## src/sv/bbf_pkg.sv

```systemverilog
package bbf_pkg;

    localparam int DEPTH_BITS = 16;
    localparam int OFFSET_BITS = 32;

    localparam logic [7:0] CHAR_SLASH = 8'h2F;
    localparam logic [7:0] CHAR_STAR = 8'h2A;
    localparam logic [7:0] CHAR_LBRACE = 8'h7B;
    localparam logic [7:0] CHAR_RBRACE = 8'h7D;
    localparam logic [7:0] CHAR_NEWLINE = 8'h0A;
    localparam logic [7:0] CHAR_NUL = 8'h00;

    typedef enum logic [2:0] {
        MODE_NORMAL = 3'd0,
        MODE_SLASH = 3'd1,
        MODE_LINE = 3'd2,
        MODE_BLOCK = 3'd3,
        MODE_BLOCK_STAR = 3'd4
    } mode_t;

    typedef enum logic [1:0] {
        STATUS_FOUND = 2'd0,
        STATUS_FAIL = 2'd1,
        STATUS_OVERFLOW = 2'd2
    } status_t;

    typedef struct packed {
        logic [7:0] byte_value;
        logic       last_byte;
    } item_t;

    typedef struct packed {
        status_t                status;
        logic [OFFSET_BITS-1:0] block_start;
        logic [OFFSET_BITS-1:0] block_end;
    } result_t;

endpackage

```

## src/sv/bbf_in_stage.sv

```systemverilog
module bbf_in_stage (
    input  logic          aclk,
    input  logic          aresetn,
    input  logic          s_tvalid,
    output logic          s_tready,
    input  bbf_pkg::item_t s_item,
    output logic          item_valid,
    output bbf_pkg::item_t item,
    input  logic          item_take
);
    import bbf_pkg::*;

    logic  valid_reg;
    logic  valid_next;
    item_t item_reg;

    assign s_tready = !valid_reg || item_take;

    always_comb begin
        valid_next = valid_reg;
        if (s_tready) begin
            valid_next = s_tvalid;
        end
    end

    always_ff @(posedge aclk) begin
        if (!aresetn) begin
            valid_reg <= 1'b0;
        end else begin
            valid_reg <= valid_next;
        end
        if (s_tvalid && s_tready) begin
            item_reg <= s_item;
        end
    end

    assign item_valid = valid_reg;
    assign item = item_reg;
endmodule

```

## src/sv/bbf_scan.sv

```systemverilog
module bbf_scan (
    input  logic                              aclk,
    input  logic                              aresetn,
    input  logic                              cfg_fire,
    input  logic [bbf_pkg::OFFSET_BITS-1:0]   cfg_value,
    input  logic                              fire,
    input  bbf_pkg::item_t                    item,
    output logic                              res_valid,
    output bbf_pkg::result_t                  res
);
    import bbf_pkg::*;

    localparam logic [DEPTH_BITS-1:0] DEPTH_MAX = '1;
    localparam logic [DEPTH_BITS-1:0] DEPTH_ONE = DEPTH_BITS'(1);

    logic [OFFSET_BITS-1:0] base_reg, base_next;
    logic [OFFSET_BITS-1:0] pos_reg, pos_next;
    logic [OFFSET_BITS-1:0] open_reg, open_next;
    logic [DEPTH_BITS-1:0]  depth_reg, depth_next;
    mode_t                  mode_reg, mode_next;
    logic                   done_reg, done_next;
    logic                   begun_reg, begun_next;
    logic                   plain;
    logic [7:0]             c;

    assign c = item.byte_value;

    always_comb begin
        base_next = base_reg;
        pos_next = pos_reg;
        open_next = open_reg;
        depth_next = depth_reg;
        mode_next = mode_reg;
        done_next = done_reg;
        begun_next = begun_reg;
        plain = 1'b0;
        res_valid = 1'b0;
        res.status = STATUS_FAIL;
        res.block_start = open_reg;
        res.block_end = '0;

        if (fire && !done_reg) begin
            begun_next = 1'b1;
            pos_next = pos_reg + OFFSET_BITS'(1);
            unique case (mode_reg)
                MODE_SLASH: begin
                    if (c == CHAR_SLASH) begin
                        mode_next = MODE_LINE;
                    end else if (c == CHAR_STAR) begin
                        mode_next = MODE_BLOCK_STAR;
                    end else begin
                        plain = 1'b1;
                    end
                end
                MODE_LINE: begin
                    plain = (c == CHAR_NEWLINE) || (c == CHAR_NUL);
                end
                MODE_BLOCK: begin
                    if (c == CHAR_STAR) begin
                        mode_next = MODE_BLOCK_STAR;
                    end
                end
                MODE_BLOCK_STAR: begin
                    if (c == CHAR_SLASH) begin
                        mode_next = MODE_NORMAL;
                    end else if (c != CHAR_STAR) begin
                        mode_next = MODE_BLOCK;
                    end
                end
                default: begin
                    plain = 1'b1;
                end
            endcase

            if (plain) begin
                mode_next = (c == CHAR_SLASH) ? MODE_SLASH : MODE_NORMAL;
                if (c == CHAR_RBRACE) begin
                    if (depth_reg == '0) begin
                        res_valid = 1'b1;
                        res.status = STATUS_FAIL;
                        res.block_start = base_reg;
                    end else if (depth_reg == DEPTH_ONE) begin
                        res_valid = 1'b1;
                        res.status = STATUS_FOUND;
                        res.block_start = open_reg;
                        res.block_end = pos_reg;
                    end else begin
                        depth_next = depth_reg - DEPTH_ONE;
                    end
                end else if (c == CHAR_LBRACE) begin
                    if (depth_reg == DEPTH_MAX) begin
                        res_valid = 1'b1;
                        res.status = STATUS_OVERFLOW;
                        res.block_start = open_reg;
                    end else begin
                        if (depth_reg == '0) begin
                            open_next = pos_reg + OFFSET_BITS'(1);
                        end
                        depth_next = depth_reg + DEPTH_ONE;
                    end
                end
            end

            if (item.last_byte && !res_valid) begin
                res_valid = 1'b1;
                res.status = STATUS_FAIL;
                res.block_start = open_next;
            end
            if (res_valid) begin
                done_next = 1'b1;
            end
        end

        if (fire && item.last_byte) begin
            pos_next = base_reg;
            open_next = base_reg;
            depth_next = '0;
            mode_next = MODE_NORMAL;
            done_next = 1'b0;
            begun_next = 1'b0;
        end

        // A new base offset also moves the position of a scan that has no byte yet.
        if (cfg_fire) begin
            base_next = cfg_value;
            if (!begun_reg) begin
                pos_next = cfg_value;
                open_next = cfg_value;
            end
        end
    end

    always_ff @(posedge aclk) begin
        if (!aresetn) begin
            base_reg <= '0;
            pos_reg <= '0;
            open_reg <= '0;
            depth_reg <= '0;
            mode_reg <= MODE_NORMAL;
            done_reg <= 1'b0;
            begun_reg <= 1'b0;
        end else begin
            base_reg <= base_next;
            pos_reg <= pos_next;
            open_reg <= open_next;
            depth_reg <= depth_next;
            mode_reg <= mode_next;
            done_reg <= done_next;
            begun_reg <= begun_next;
        end
    end
endmodule

```

## src/sv/bbf_out_stage.sv

```systemverilog
module bbf_out_stage (
    input  logic             aclk,
    input  logic             aresetn,
    input  logic             res_valid,
    input  bbf_pkg::result_t res,
    output logic             out_free,
    output logic             m_tvalid,
    input  logic             m_tready,
    output bbf_pkg::result_t m_res
);
    import bbf_pkg::*;

    logic    valid_reg;
    result_t res_reg;

    assign out_free = !valid_reg || m_tready;

    always_ff @(posedge aclk) begin
        if (!aresetn) begin
            valid_reg <= 1'b0;
        end else if (out_free) begin
            valid_reg <= res_valid;
        end
        if (out_free && res_valid) begin
            res_reg <= res;
        end
    end

    assign m_tvalid = valid_reg;
    assign m_res = res_reg;
endmodule

```

## src/sv/comment_aware_brace_block_finder_top.sv

```systemverilog
// A result request is presented on m_tvalid from the output register; the byte that causes it
// passes the input register and the combinational scan before it reaches that register.
// One byte per cycle while out_free is high; lexer and depth update are combinational.
// A result waiting in the output register while m_tready is low stalls all bytes.
// Reset (aresetn low at a clock edge) clears base_offset to zero and rearms the scan.
// The configuration channel is always ready.
module comment_aware_brace_block_finder_top (
    input  logic        aclk,
    input  logic        aresetn,
    input  logic        cfg_valid,
    output logic        cfg_ready,
    input  logic [31:0] cfg_data,
    input  logic        s_tvalid,
    output logic        s_tready,
    input  logic [7:0]  s_tdata,   // byte_value
    input  logic        s_tlast,   // last_byte
    output logic        m_tvalid,
    input  logic        m_tready,
    output logic [63:0] m_tdata,   // block_start, block_end
    output logic [1:0]  m_tuser    // status
);
    import bbf_pkg::*;

    item_t   s_item;
    item_t   item;
    logic    item_valid;
    logic    out_free;
    logic    fire;
    logic    res_valid;
    result_t res;
    result_t m_res;

    assign cfg_ready = 1'b1;
    assign s_item.byte_value = s_tdata;
    assign s_item.last_byte = s_tlast;
    assign fire = item_valid && out_free;

    bbf_in_stage u_in (
        .aclk      (aclk),
        .aresetn   (aresetn),
        .s_tvalid  (s_tvalid),
        .s_tready  (s_tready),
        .s_item    (s_item),
        .item_valid(item_valid),
        .item      (item),
        .item_take (out_free)
    );

    bbf_scan u_scan (
        .aclk     (aclk),
        .aresetn  (aresetn),
        .cfg_fire (cfg_valid && cfg_ready),
        .cfg_value(cfg_data),
        .fire     (fire),
        .item     (item),
        .res_valid(res_valid),
        .res      (res)
    );

    bbf_out_stage u_out (
        .aclk     (aclk),
        .aresetn  (aresetn),
        .res_valid(res_valid),
        .res      (res),
        .out_free (out_free),
        .m_tvalid (m_tvalid),
        .m_tready (m_tready),
        .m_res    (m_res)
    );

    assign m_tdata = {m_res.block_end, m_res.block_start};
    assign m_tuser = m_res.status;
endmodule
```

## config.mk

```make
export PLATFORM = sky130hd
export DESIGN_NAME = comment_aware_brace_block_finder_top
export DESIGN_NICKNAME = d
export VERILOG_FILES = /design/src/sv/bbf_pkg.sv /design/src/sv/bbf_in_stage.sv /design/src/sv/bbf_scan.sv /design/src/sv/bbf_out_stage.sv /design/src/sv/comment_aware_brace_block_finder_top.sv
export SDC_FILE = /design/constraint.sdc
export NUM_CORES = 1
export LEC_CHECK = 0
export ABC_AREA = 0
export BUFFER_PORTS_ARGS = -buffer_cell sky130_fd_sc_hd__clkbuf_2
export CAP_MARGIN = 20
export CORE_UTILIZATION = 59
export DETAILED_ROUTE_END_ITERATION = 10
export GPL_ROUTABILITY_DRIVEN = 0
export PLACE_DENSITY = 0.8
export SLEW_MARGIN = 25
export SYNTH_ARGS = -nofsm -noshare
export SYNTH_HDL_FRONTEND = slang
export SYNTH_SLANG_ARGS = --single-unit
```

## constraint.sdc

```tcl
create_clock -name aclk -period 7.5 [get_ports aclk]
set_clock_uncertainty 0.2 [all_clocks]
set_input_delay 0 -clock aclk [delete_from_list [all_inputs] [get_ports aclk]]
set_output_delay 0 -clock aclk [all_outputs]
set_load 0.05 [all_outputs]
```

==> impl_metrics.yaml <==
run_status:
  status: "complete, but fails checks"
  violations: "DRC"
die:
  io_pins: 115
  die_area_um2: 17400
  core-area_um2: 16500
  die_x_um: 132
  die_height_um: 132
  initial_core_util_pct: 60.4
  rows: 47
logic_synthesis:
  syn_inst: 1079
  ys_seq_area_share_pct: 46.4
  ys_types: 70
  synth_area_per_cell_um2: 9.25
  ys_warn_count: 0
  ys_ff_latch: 194
  ys_async_sr_fraction_pct: 0
  syn_area_um2: 9980
  syn_nets: 1129
  ys.flop_type: "dfxtp_1"
  synth_edf_count: 75
worst_setup_path:
  path_max_fanout: 20
  rr_startpoint: "u_scan.depth_reg[10]$_SDFFE_PP0P_"
  critPathKind: "reg2reg"
  cp_data_required_time_ns: 7.47
  reg2reg_slack_ns: 3.80
  critical_path_buf_inv_count: 1
  rr_worst_depth: 6
  r2r-end: "u_out.m_res[34]$_DFFE_PP_"
  cpPeakStageDelay_ns: 0.83
  path_cells: "or4_4 > nor4_4 > nand4_1 > nor3_2 > buf_4 > a211oi_1"
  arrival_ns: 3.67
  cpMaxStageDelayCell: "nor3_2"
  critPathLaunchType: "flop"
  path_delay_family: "simple AND/OR/NAND/NOR gates"
  end_kind: "flop"
clock_tree:
  cts.sinks: 194
  cts_tree: "yes"
  clockBufferDepth: 2
  clk_latency_ns: 0.44
  ctsHtreeMaxLevel: 4
  numCtsBuffers: 17
  path_clk_slew_ns: 0.07
  root_buffer: "clkbuf_16"
  post_cts_buffers: 0
layout:
  final_cells: 1424
  syn_to_final_growth_pct: 16.5
  layout-drive-gt1-share_pct: 17.7
  fin_area_um2: 11600
  nets: 1241
  largest_register_ffs: 66
  antenna-diode-count: 0
  layout_commonest_cell: "nor2_1"
  final_cell_mix: "nor2_1, dfxtp_1, clkbuf_2, nand2_1, edfxtp_1"
global_route:
  grt_overflow_total: 0
  grt_pass1_vias: 8225
  grt_max_degree: 69
  antenna_found_initial: 0
  grt_pass1_wl_mm: 41.5
  grt.total_usage_pct: 30.0
sta:
  min_period_ns: 3.70
  max_freq_mhz: 270
  maxSlewHeadroom_pct: 28.9
  slew_viol_final: 0
  finalSetupTns_ns: 0
  finalWorstSetupSlack_ns: 3.80
  final-setup-viol-count: 0
  tightest_slew_ns: 1.07
  rsz0062_at_grt: "no"
  finalHoldViolCount: 0
  layout_worst_path_cycle_share_pct: 49.3
drt:
  drt_wl_total_mm: 26.1
  via_count: 8792
  remaining_drc_errors: 2
  viasPerCell: 6.17
  post_drt_wl_per_cell_um: 18.3
  drtIter0Drc: 720
  first_pass_iters: 9
  drt.antenna.violating_nets: 0
pwr:
  ir_drop_uv: 179
  p_leak_nw: 4.39
  finalPower_mw: 2.34
  pwr_density_cell_nw_per_um2: 202
min_path:
  holdCritPathClass: "in2reg"
  holdPathStages: 4
  min_to: "u_scan.base_reg[6]$_SDFFE_PN0P_"
  hp-start: "cfg_valid"
flow_run:
  cap_violations: 0
place:
  dp_cells: 1345
  post-place-ws_ns: 3.88
  port_buffers: 113
  dp_hpwl_mm: 16.4
  placed_cell_area_um2: 10600
## synth_stat cells, drive strengths merged, types with 3 or more instances
master	count	area, um^2
mux2	19	218
dfxtp	119	2380
nand2b	7	43.8
o311ai	6	52.6
o31ai	5	51.3
nor3	19	95.1
and3	42	263
nand3	33	165
or2	6	37.5
nor2	141	529
o211ai	15	113
a211o	3	26.3
xnor2	42	368
or3	20	125
o31a	4	35.0
edfxtp	75	2250
a31o	9	78.8
nor2b	5	31.3
a221oi	11	103
nor4	14	118
a21o	5	37.5
o32ai	3	45.1
nor3b	3	22.5
inv	27	101
clkbuf	69	259
and2	5	31.3
xor2	27	236
mux2i	35	350
nand2	84	315
or4	7	63.8
buf	15	111
a211oi	33	278
nand4	22	138
o21ai	46	230
a21oi	56	284
o2111ai	4	35.0
o22ai	7	43.8
ha	4	50.1
nand3b	3	22.5
and4	8	70.1
## worst reg2reg max path, delay by kind of cell (launching register included)
family | cells | cell delay (ns)
DFF | 1 | 0.37
AOI/OAI and AO/OA | 1 | 0.14
and+or+nand+nor | 4 | 2.25
buffers and inverters | 1 | 0.46
## layer usage
layer / global-route usage (%) / vias up / routed length, um
met5: 0 / - / 0
met4: 10.1 / 0 / 548
met3: 4.11 / 62 / 2190
met2: 52.7 / 480 / 12900
met1: 38.0 / 4119 / 10400
li1: - / 4131 / -
## stage by stage
| step | hold slack (ns) | utilization [%] |
|---|---|---|
| after CTS | 0.0584 | 70.4 |
| after floorplan | -0.101 | - |
| after detailed placement | -0.0214 | 64.2 |
| final | 0.0602 | 70.4 |
| after global routing | 0.0774 | 70.4 |
| after global placement | -0.0231 | 64.2 |
## what timing repair did
action                    4_1_cts  5_1_grt
hold buffers                   47        0
hold endpoints to repair      116        0
gates resized for setup         0        0
## cell families (layout without fill, tap and decap cells)
group,after synthesis,after routing,synth area share [%]
and+or+nand+nor,420,420,20.8
AOI/OAI and AO/OA,225,225,15.7
DFF,194,194,46.4
buffers and inverters,112,237,4.76
xor gates and xnor gates,69,69,6.05
muxes,54,54,5.69
adders and majority gates,4,4,0.501
other,1,1,0.0376
## power by group
part           switching [mW]  internal (mW)  leakage (nW)
clock                   0.411          0.436         0.257
sequential             0.0513           1.15          1.66
combinational           0.185          0.109          2.47
## how the worst max path moves through the flow
stage,cells after the start,end,from
2_1_floorplan,6,u_out.m_res[0]$_SDFFCE_PP0P_,u_in.item[1]$_DFFE_PP_
3_3_place_gp,6,u_out.m_res[46]$_DFFE_PP_,u_scan.depth_reg[10]$_SDFFE_PP0P_
3_5_place_dp,6,u_out.m_res[34]$_DFFE_PP_,u_scan.depth_reg[10]$_SDFFE_PP0P_
4_1_cts,6,u_out.m_res[34]$_DFFE_PP_,u_scan.depth_reg[10]$_SDFFE_PP0P_
5_1_grt,6,u_out.m_res[34]$_DFFE_PP_,u_in.item[8]$_DFFE_PP_
6_report,6,u_out.m_res[34]$_DFFE_PP_,u_scan.depth_reg[10]$_SDFFE_PP0P_
## final cells by class
type	count	area (um^2)
multi-input cells	773	4910
flip-flops and latches	194	4630
inverters	28	105
fillers	1229	4900
well taps	220	275
clock inverters	14	104
repair buffers	177	1160
clock buffers	18	439
Note: power is estimated with default switching activity, not from simulation.
